[src/sv/tfd_pkg.sv]
// Package for the timestamped frame deframer: phase and event codes,
// framing constants and the structs passed between the parser and output stage.
// No dependencies.
`timescale 1ns / 1ps
`default_nettype none

package tfd_pkg;

	// Framing bytes
	localparam logic [7:0] START_BYTE = 8'h06;
	localparam logic [7:0] CR_BYTE    = 8'h0D;
	localparam logic [7:0] LF_BYTE    = 8'h0A;
	localparam logic [7:0] LONG_FLAG  = 8'h80;
	localparam logic [7:0] LOW7_MASK  = 8'h7F;

	// Field widths
	localparam int unsigned BYTE_W  = 8;
	localparam int unsigned STAMP_W = 32;
	localparam int unsigned LEN_W   = 15;
	localparam int unsigned EV_W    = 3;
	localparam int unsigned TDATA_W = 56;

	typedef enum logic [2:0] {
		PH_SYNC  = 3'd0,
		PH_STAMP = 3'd1,
		PH_LEN1  = 3'd2,
		PH_LEN2  = 3'd3,
		PH_DATA  = 3'd4,
		PH_ERROR = 3'd5
	} phase_t;

	typedef enum logic [2:0] {
		EV_QUIET   = 3'd0,
		EV_SYNCOK  = 3'd1,
		EV_SYNCERR = 3'd2,
		EV_NULL    = 3'd3,
		EV_HEADER  = 3'd4,
		EV_DATA    = 3'd5,
		EV_DROP    = 3'd6
	} event_t;

	typedef struct packed {
		event_t             ev;
		logic [STAMP_W-1:0] timestamp;
		logic [LEN_W-1:0]   frame_length;
		logic [BYTE_W-1:0]  data_byte;
		logic               last;
	} result_t;

	typedef struct packed {
		phase_t phase;
		logic   in_error;
	} parse_status_t;

endpackage

`default_nettype wire

[src/sv/tfd_parse.sv]
// Frame parser: phase state machine, timestamp shift register and length counter.
// Updates state on each advancing word and gives that word's result combinationally.
// Depends on tfd_pkg.
`timescale 1ns / 1ps
`default_nettype none

module tfd_parse (
	input  wire                         clk,
	input  wire                         arst_n,
	input  wire                         advance,
	input  wire [7:0]                   rx_byte,
	output tfd_pkg::result_t            result,
	output tfd_pkg::parse_status_t      status
);

	tfd_pkg::phase_t  phase_q, phase_d;
	logic [1:0]       hdr_idx_q, hdr_idx_d;
	logic [31:0]      stamp_q, stamp_d;
	logic [6:0]       len_high_q, len_high_d;
	logic [14:0]      left_q, left_d;
	logic [14:0]      left_dec;
	logic [14:0]      long_len;

	assign left_dec = left_q - 15'd1;
	assign long_len = {len_high_q, rx_byte};

	// Next state
	always_comb begin
		phase_d    = phase_q;
		hdr_idx_d  = hdr_idx_q;
		stamp_d    = stamp_q;
		len_high_d = len_high_q;
		left_d     = left_q;
		case (phase_q)
			tfd_pkg::PH_SYNC: begin
				if (rx_byte == tfd_pkg::CR_BYTE || rx_byte == tfd_pkg::LF_BYTE) begin
					phase_d = tfd_pkg::PH_SYNC;
				end else if (rx_byte == tfd_pkg::START_BYTE) begin
					phase_d   = tfd_pkg::PH_STAMP;
					hdr_idx_d = 2'd0;
				end else begin
					phase_d = tfd_pkg::PH_ERROR;
				end
			end
			tfd_pkg::PH_STAMP: begin
				stamp_d = {stamp_q[23:0], rx_byte};
				if (hdr_idx_q == 2'd3) begin
					hdr_idx_d = 2'd0;
					phase_d   = tfd_pkg::PH_LEN1;
				end else begin
					hdr_idx_d = hdr_idx_q + 2'd1;
				end
			end
			tfd_pkg::PH_LEN1: begin
				if ((rx_byte & tfd_pkg::LONG_FLAG) != 8'd0) begin
					len_high_d = rx_byte[6:0];
					phase_d    = tfd_pkg::PH_LEN2;
				end else if (rx_byte != 8'd0) begin
					left_d  = {7'd0, rx_byte};
					phase_d = tfd_pkg::PH_DATA;
				end else begin
					phase_d   = tfd_pkg::PH_STAMP;
					hdr_idx_d = 2'd0;
				end
			end
			tfd_pkg::PH_LEN2: begin
				if (long_len == 15'd0) begin
					phase_d   = tfd_pkg::PH_STAMP;
					hdr_idx_d = 2'd0;
				end else begin
					left_d  = long_len;
					phase_d = tfd_pkg::PH_DATA;
				end
			end
			tfd_pkg::PH_DATA: begin
				left_d = left_dec;
				if (left_dec == 15'd0) begin
					phase_d   = tfd_pkg::PH_STAMP;
					hdr_idx_d = 2'd0;
				end
			end
			default: begin
				phase_d = phase_q;
			end
		endcase
	end

	// Result for the current word
	always_comb begin
		result = '0;
		result.ev = tfd_pkg::EV_QUIET;
		case (phase_q)
			tfd_pkg::PH_SYNC: begin
				if (rx_byte == tfd_pkg::CR_BYTE || rx_byte == tfd_pkg::LF_BYTE) begin
					result.ev = tfd_pkg::EV_QUIET;
				end else if (rx_byte == tfd_pkg::START_BYTE) begin
					result.ev = tfd_pkg::EV_SYNCOK;
				end else begin
					result.ev = tfd_pkg::EV_SYNCERR;
				end
			end
			tfd_pkg::PH_STAMP: begin
				result.ev = tfd_pkg::EV_QUIET;
			end
			tfd_pkg::PH_LEN1: begin
				if ((rx_byte & tfd_pkg::LONG_FLAG) != 8'd0) begin
					result.ev = tfd_pkg::EV_QUIET;
				end else if (rx_byte != 8'd0) begin
					result.ev           = tfd_pkg::EV_HEADER;
					result.timestamp    = stamp_q;
					result.frame_length = {7'd0, rx_byte};
				end else begin
					result.ev        = tfd_pkg::EV_NULL;
					result.timestamp = stamp_q;
				end
			end
			tfd_pkg::PH_LEN2: begin
				result.ev           = tfd_pkg::EV_HEADER;
				result.timestamp    = stamp_q;
				result.frame_length = long_len;
				result.last         = (long_len == 15'd0);
			end
			tfd_pkg::PH_DATA: begin
				result.ev        = tfd_pkg::EV_DATA;
				result.timestamp = stamp_q;
				result.data_byte = rx_byte;
				result.last      = (left_dec == 15'd0);
			end
			default: begin
				result.ev = tfd_pkg::EV_DROP;
			end
		endcase
	end

	// Hold state unless a word advances
	always_ff @(posedge clk or negedge arst_n) begin
		if (!arst_n) begin
			phase_q    <= tfd_pkg::PH_SYNC;
			hdr_idx_q  <= 2'd0;
			stamp_q    <= 32'd0;
			len_high_q <= 7'd0;
			left_q     <= 15'd0;
		end else if (advance) begin
			phase_q    <= phase_d;
			hdr_idx_q  <= hdr_idx_d;
			stamp_q    <= stamp_d;
			len_high_q <= len_high_d;
			left_q     <= left_d;
		end
	end

	assign status.phase    = phase_q;
	assign status.in_error = (phase_q == tfd_pkg::PH_ERROR);

endmodule

`default_nettype wire

[src/sv/tfd_outreg.sv]
// Result register of the deframer: holds one result word until the sink takes it
// and packs it onto the master stream. Depends on tfd_pkg.
`timescale 1ns / 1ps
`default_nettype none

module tfd_outreg (
	input  wire                         clk,
	input  wire                         arst_n,
	input  wire                         in_valid,
	input  tfd_pkg::result_t            in_res,
	output logic                        in_ready,
	output logic                        m_tvalid,
	input  wire                         m_tready,
	output logic [tfd_pkg::TDATA_W-1:0] m_tdata,  // timestamp[31:0], frame_length[46:32],
	                                              // data_byte[54:47], zero pad[55]
	output logic [tfd_pkg::EV_W-1:0]    m_tuser,  // event_res[2:0]
	output logic                        m_tlast   // last_of_frame
);

	logic             valid_s2;
	tfd_pkg::result_t res_s2;

	assign in_ready = !valid_s2 || m_tready;

	// Valid flag of the result stage
	always_ff @(posedge clk or negedge arst_n) begin
		if (!arst_n) begin
			valid_s2 <= 1'b0;
		end else if (in_ready) begin
			valid_s2 <= in_valid;
		end
	end

	// Load a new result word whenever the stage is free
	always_ff @(posedge clk) begin
		if (in_ready && in_valid) begin
			res_s2 <= in_res;
		end
	end

	assign m_tvalid = valid_s2;
	assign m_tdata  = {1'b0, res_s2.data_byte, res_s2.frame_length, res_s2.timestamp};
	assign m_tuser  = res_s2.ev;
	assign m_tlast  = res_s2.last;

endmodule

`default_nettype wire

[src/sv/timestamped_frame_deframer_core.sv]
// Top level of the timestamped frame deframer: input register, frame parser
// and result register. Depends on tfd_pkg, tfd_parse and tfd_outreg.
//
// Channel  Dir  Word                          Notes
// s_*      in   tdata[7:0] = rx_byte          one serial byte per word
// m_*      out  tdata = ts/len/data, tuser =  one result word per input word
//               event_res, tlast = last
//
// One result per input word; it is registered in the input register and then in
// the result register, which drives m_tvalid. Sustains one word per clock while
// the sink keeps tready high. Parsing happens as a word moves from the input
// register to the result register, so a stalled word leaves frame state untouched.
// Reset clears the valid flags and puts the parser in sync wait.
// A full input register is held while the result register is stalled.
`timescale 1ns / 1ps
`default_nettype none

module timestamped_frame_deframer_core (
	input  wire         clk,
	input  wire         arst_n,
	input  wire         s_tvalid,
	output logic        s_tready,
	input  wire  [7:0]  s_tdata,   // rx_byte[7:0]
	output logic        m_tvalid,
	input  wire         m_tready,
	output logic [55:0] m_tdata,   // timestamp[31:0], frame_length[46:32],
	                               // data_byte[54:47], zero pad[55]
	output logic [2:0]  m_tuser,   // event_res[2:0]
	output logic        m_tlast    // last_of_frame
);

	logic                   valid_s1;
	logic [7:0]             byte_s1;
	logic                   s2_ready;
	logic                   advance;
	tfd_pkg::result_t       result;
	tfd_pkg::parse_status_t status;

	assign advance  = valid_s1 && s2_ready;
	assign s_tready = !valid_s1 || s2_ready;

	// Input register valid flag
	always_ff @(posedge clk or negedge arst_n) begin
		if (!arst_n) begin
			valid_s1 <= 1'b0;
		end else if (s_tready) begin
			valid_s1 <= s_tvalid;
		end
	end

	// Capture the incoming word
	always_ff @(posedge clk) begin
		if (s_tvalid && s_tready) begin
			byte_s1 <= s_tdata;
		end
	end

	tfd_parse u_parse (
		.clk     (clk),
		.arst_n  (arst_n),
		.advance (advance),
		.rx_byte (byte_s1),
		.result  (result),
		.status  (status)
	);

	tfd_outreg u_outreg (
		.clk      (clk),
		.arst_n   (arst_n),
		.in_valid (valid_s1),
		.in_res   (result),
		.in_ready (s2_ready),
		.m_tvalid (m_tvalid),
		.m_tready (m_tready),
		.m_tdata  (m_tdata),
		.m_tuser  (m_tuser),
		.m_tlast  (m_tlast)
	);

	// Error phase is sticky until reset
	a_error_sticky: assert property (@(posedge clk) disable iff (!arst_n)
		status.in_error |=> status.in_error)
		else $error("parser left the error phase");

	// A stalled input word is not lost
	a_s1_hold: assert property (@(posedge clk) disable iff (!arst_n)
		(valid_s1 && !s2_ready) |=> (valid_s1 && $stable(byte_s1)))
		else $error("input word dropped while stalled");

	// tlast only marks payload or header words
	a_last_kind: assert property (@(posedge clk) disable iff (!arst_n)
		(m_tvalid && m_tlast) |->
			(m_tuser == tfd_pkg::EV_DATA || m_tuser == tfd_pkg::EV_HEADER))
		else $error("tlast on a word that is neither payload nor header");

	// Length is carried only with a header
	a_len_header: assert property (@(posedge clk) disable iff (!arst_n)
		(m_tvalid && m_tuser != tfd_pkg::EV_HEADER) |-> (m_tdata[46:32] == 15'd0))
		else $error("frame length outside a header word");

endmodule

`default_nettype wire

[config.mk]
export PLATFORM = sky130hd
export DESIGN_NAME = timestamped_frame_deframer_core
export DESIGN_NICKNAME = d
export VERILOG_FILES = /design/src/sv/tfd_pkg.sv /design/src/sv/tfd_parse.sv /design/src/sv/tfd_outreg.sv /design/src/sv/timestamped_frame_deframer_core.sv
export SDC_FILE = /design/constraint.sdc
export NUM_CORES = 1
export LEC_CHECK = 0
export BUFFER_PORTS_ARGS = -buffer_cell sky130_fd_sc_hd__buf_2
export CAP_MARGIN = 25
export CORE_UTILIZATION = 50
export DETAILED_ROUTE_END_ITERATION = 10
export PLACE_DENSITY = 0.73
export SYNTH_ARGS = -nofsm -noshare
export SYNTH_HDL_FRONTEND = slang
export SYNTH_SLANG_ARGS = --single-unit
[constraint.sdc]
create_clock -name clk -period 3 [get_ports clk]
set_input_delay 0.3 -clock clk [delete_from_list [all_inputs] [get_ports clk]]
set_output_delay 0.3 -clock clk [all_outputs]
set_load 0.01 [all_outputs]
==> impl_metrics.env <==
export IMPL_drive_above_1_share_pct=30.2
export IMPL_die_area_um2=11800
export IMPL_slew_violations=0
export IMPL_drc=0
export IMPL_ioPinCount=74
export IMPL_cts_max_level=4
export IMPL_die_w_um=109
export IMPL_synthArstFlopShare_pct=47.7
export IMPL_cts_tree="yes"
export IMPL_grt_pass1_wl_um=18600
export IMPL_period_share_pct=90.8
export IMPL_die_h_um=109
export IMPL_yosysSeqAreaShare_pct=62.4
export IMPL_portBuffers=72
export IMPL_num_vias=3897
export IMPL_pre_cts_ws_ns=0.297
export IMPL_row_count=38
export IMPL_diodes=0
export IMPL_design_area_um2=6870
export IMPL_start_kind="register"
export IMPL_rsz0062_at_grt="no"
export IMPL_fmax_mhz=367
export IMPL_cp_arrival_ns=3.01
export IMPL_yosys_area_share_adder_pct=0.662
export IMPL_p_switching_uw=1910
export IMPL_dr_pass1_iters=4
export IMPL_mostFrequentLayoutCells="buf_2 (72), edfxtp_1 (67), dfrtp_1 (61), and2_1 (43), mux2_2 (38)"
export IMPL_gp_congestion=0.916
export IMPL_placed_area_um2=6240
export IMPL_synth_xor_area_share_pct=0.463
export IMPL_cap_violations=0
export IMPL_synthDistinctLibCells=59
export IMPL_swShare_pct=30.2
export IMPL_start_util_pct=51.9
export IMPL_slew_headroom_pct=36.1
export IMPL_finClkSkew_ns=0.00691
export IMPL_via_per_inst=5.60
export IMPL_pwr_share_comb_pct=24.5
export IMPL_synthMuxAreaShare_pct=7.72
export IMPL_synth_compound_area_share_pct=10.2
export IMPL_grt_max_degree=44
export IMPL_synth_top_family_by_area="simple AND/OR/NAND/NOR gates"
export IMPL_vdd_drop_max_mv=0.400
export IMPL_crit_slowest_cell="or4b_2"
export IMPL_clockBufferDepth=2
export IMPL_status="completed"
export IMPL_path_class="reg -> reg"
export IMPL_post_cts_buffers=0
export IMPL_cpPeakStageDelay_ns=0.65
export IMPL_totalWireLength_um=11700
export IMPL_ys_warn_count=0
export IMPL_core_um2=10900
export IMPL_avgSynthCellArea_um2=12.3
export IMPL_clkPwrFrac_pct=33.7
export IMPL_synth_nets=475
export IMPL_leakagePower_uw=0.00295
export IMPL_antenna_found_initial=0
export IMPL_nNetsFinal=558
export IMPL_syn_instance_count=460
export IMPL_routedWlPerCell_um=16.7
export IMPL_p_int_uw=4420
export IMPL_final_cell_count_no_fill=696
export IMPL_dpl_hpwl_um=7960
export IMPL_synth_area_um2=5670
export IMPL_tns_ns=0
export IMPL_numPlacedInstances=663
export IMPL_cp_data_required_time_ns=3.28
export IMPL_min_period_ns=2.72
export IMPL_mostFrequentLayoutCell="buf_2"
export IMPL_ys_flop_type="edfxtp_1"
export IMPL_clock_sinks=128
export IMPL_grt_overflow_total=0
export IMPL_clk_pin_slew_ns=0.06
export IMPL_setup_slack_ns=0.277
export IMPL_critPathCaptureType="register"
export IMPL_hold_path_class="in -> reg"
export IMPL_p_per_area_nw_per_um2=921
export IMPL_synthSimpleGateAreaFrac_pct=16.1
export IMPL_worstMarginPinSlew_ns=0.958
export IMPL_n_fill_cell=846
export IMPL_crit_family="simple AND/OR/NAND/NOR gates"
export IMPL_ys_ff_latch=128
export IMPL_cts_made_buffers=17
export IMPL_ant_nets=0
export IMPL_dr_first_iter_drc_count=201
export IMPL_cp_cell_sequence="inv_1, ha_1, or4b_2, o31a_1, nor4_4, nand4_1, nor3_2, o32ai_1"
export IMPL_clk_latency_ns=0.41
export IMPL_hold_violations=0
export IMPL_worstPathMaxFanout=8
export IMPL_synthToLayoutAreaGrowth_pct=21.1
export IMPL_p_seq_share_pct=41.7
export IMPL_setup_violations=0
export IMPL_cts_root_buf="clkbuf_16"
export IMPL_grt_pass1_vias=3835
export IMPL_crit_buf_inv=1
export IMPL_groute_usage_overall_pct=21.3
export IMPL_ctsResizeCount=0
export IMPL_synth_enable_flop_cells=67
-- synth_stat cells (2+ instances only) --
library cell / instances / share of area (%)
a211oi_1: 3 / 0.40
a21oi_1: 19 / 1.7
a22o_1: 3 / 0.46
a22oi_1: 3 / 0.40
a31oi_1: 3 / 0.33
and2_1: 43 / 4.7
and3_1: 16 / 1.8
buf_2: 2 / 0.18
clkbuf_1: 22 / 1.5
dfrtp_1: 61 / 27
edfxtp_1: 67 / 35
ha_1: 3 / 0.66
inv_1: 7 / 0.46
mux2_2: 38 / 7.5
nand2_1: 16 / 1.1
nand2b_1: 8 / 0.88
nand3_1: 5 / 0.44
nand3b_1: 3 / 0.40
nand4_1: 3 / 0.33
nor2_1: 29 / 1.9
nor2b_1: 6 / 0.66
nor3_1: 5 / 0.44
nor4_1: 7 / 0.77
nor4b_1: 2 / 0.31
o211ai_1: 4 / 0.53
o21ai_0: 38 / 3.4
o21bai_1: 2 / 0.26
o22ai_1: 3 / 0.33
o31a_1: 3 / 0.46
o32ai_1: 2 / 0.31
or2_2: 2 / 0.22
or3_1: 3 / 0.33
or4_1: 2 / 0.26
xor2_1: 2 / 0.31
-- worst paths after layout --
| check | slack, ns | start | to | cells past startpoint |
|---|---|---|---|---|
| max | 0.28 | u_parse.left_q[0]$_DFFE_PN0P_ | u_parse.hdr_idx_q[0]$_DFFE_PN0P_ | 8 |
| min | 0.07 | s_tdata[3] | byte_s1[3]$_DFFE_PP_ | 1 |
| max reg2reg | 0.28 | u_parse.left_q[0]$_DFFE_PN0P_ | u_parse.hdr_idx_q[0]$_DFFE_PN0P_ | 8 |
| min reg2reg | 0.50 | valid_s1$_DFFE_PN0N_ | u_outreg.m_tvalid$_DFFE_PN0P_ | 1 |
| max in group asynchronous | 1.85 | arst_n | u_parse.stamp_q[13]$_DFFE_PN0P_ | 3 |
| min in group asynchronous | 0.43 | arst_n | u_outreg.m_tvalid$_DFFE_PN0P_ | 2 |
-- worst register-to-register path: stages, from the launching register on --
cell and delay [ns]:
dfrtp_1 0.43, inv_1 0.11, ha_1 0.27, or4b_2 0.65
o31a_1 0.30, nor4_4 0.31, nand4_1 0.19, nor3_2 0.22
o32ai_1 0.11
-- kinds of logic (layout without fill, tap and decap cells) --
| group | Yosys count | count (layout) |
|---|---|---|
| other | 1 | 1 |
| flip-flops | 128 | 128 |
| adder cells (fa/ha/maj) | 3 | 3 |
| multiplexers | 39 | 39 |
| AO/OA/AOI/OAI | 94 | 94 |
| buffers and inverters | 34 | 130 |
| AND/OR/NAND/NOR | 158 | 158 |
| XOR/XNOR | 3 | 3 |
-- cell type report --
cell class / count / area (um^2) / share of cell area [%]
Sequential cell: 128 / 3540 / 51.5
Inverter: 7 / 30.0 / 0.437
Tap cell: 140 / 175 / 2.55
Clock buffer: 18 / 429 / 6.25
Timing Repair Buffer: 91 / 505 / 7.36
Clock inverter: 14 / 189 / 2.75
Multi-Input combinational cell: 298 / 2000 / 29.2
-- repair_timing --
action | in CTS | in global routing
endpoints found under the setup margin | 0 | 0
hold buffers | 1 | 0
hold endpoints to repair | 22 | 0
-- power groups by stage --
stage	Combinational (uW)	Clock, uW	Sequential [uW]
global route	1730	2240	2710
CTS	1560	2160	2640
finish	1550	2130	2640
floorplan	1080	0	2630
detailed placement	1540	0	2670
global placement	1510	0	2640
-- stage by stage --
step	hold WS, ns	util (%)	power [uW]
6_report	0.0655	62.8	6330
2_1_floorplan	0.00441	-	3720
3_3_place_gp	0.322	57.1	4140
4_1_cts	0.0547	62.8	6360
5_1_grt	0.0528	62.8	6680
3_5_place_dp	0.331	57.1	4210
-- flip-flops by register name (all words and copies together), names as in the netlist --
register / cells
u_parse.stamp_q: 32
u_parse.phase_q: 3
u_parse.len_high_q: 7
u_parse.hdr_idx_q: 2
u_outreg.m_tlast: 1
byte_s1: 8
u_outreg.m_tuser: 3
u_parse.left_q: 15
u_outreg.m_tvalid: 1
valid_s1: 1
u_outreg.m_tdata: 55
-- layer usage --
| layer | routed length [um] | share of wire, % | track usage, % |
|---|---|---|---|
| met1 | 4980 | 43 | 26.9 |
| met2 | 5810 | 50 | 34.4 |
| met3 | 500 | 4.3 | 4.40 |
| met4 | 370 | 3.2 | 11.6 |
| met5 | 0 | 0 | 0 |
No activity file was read; power rests on OpenSTA's default activity.
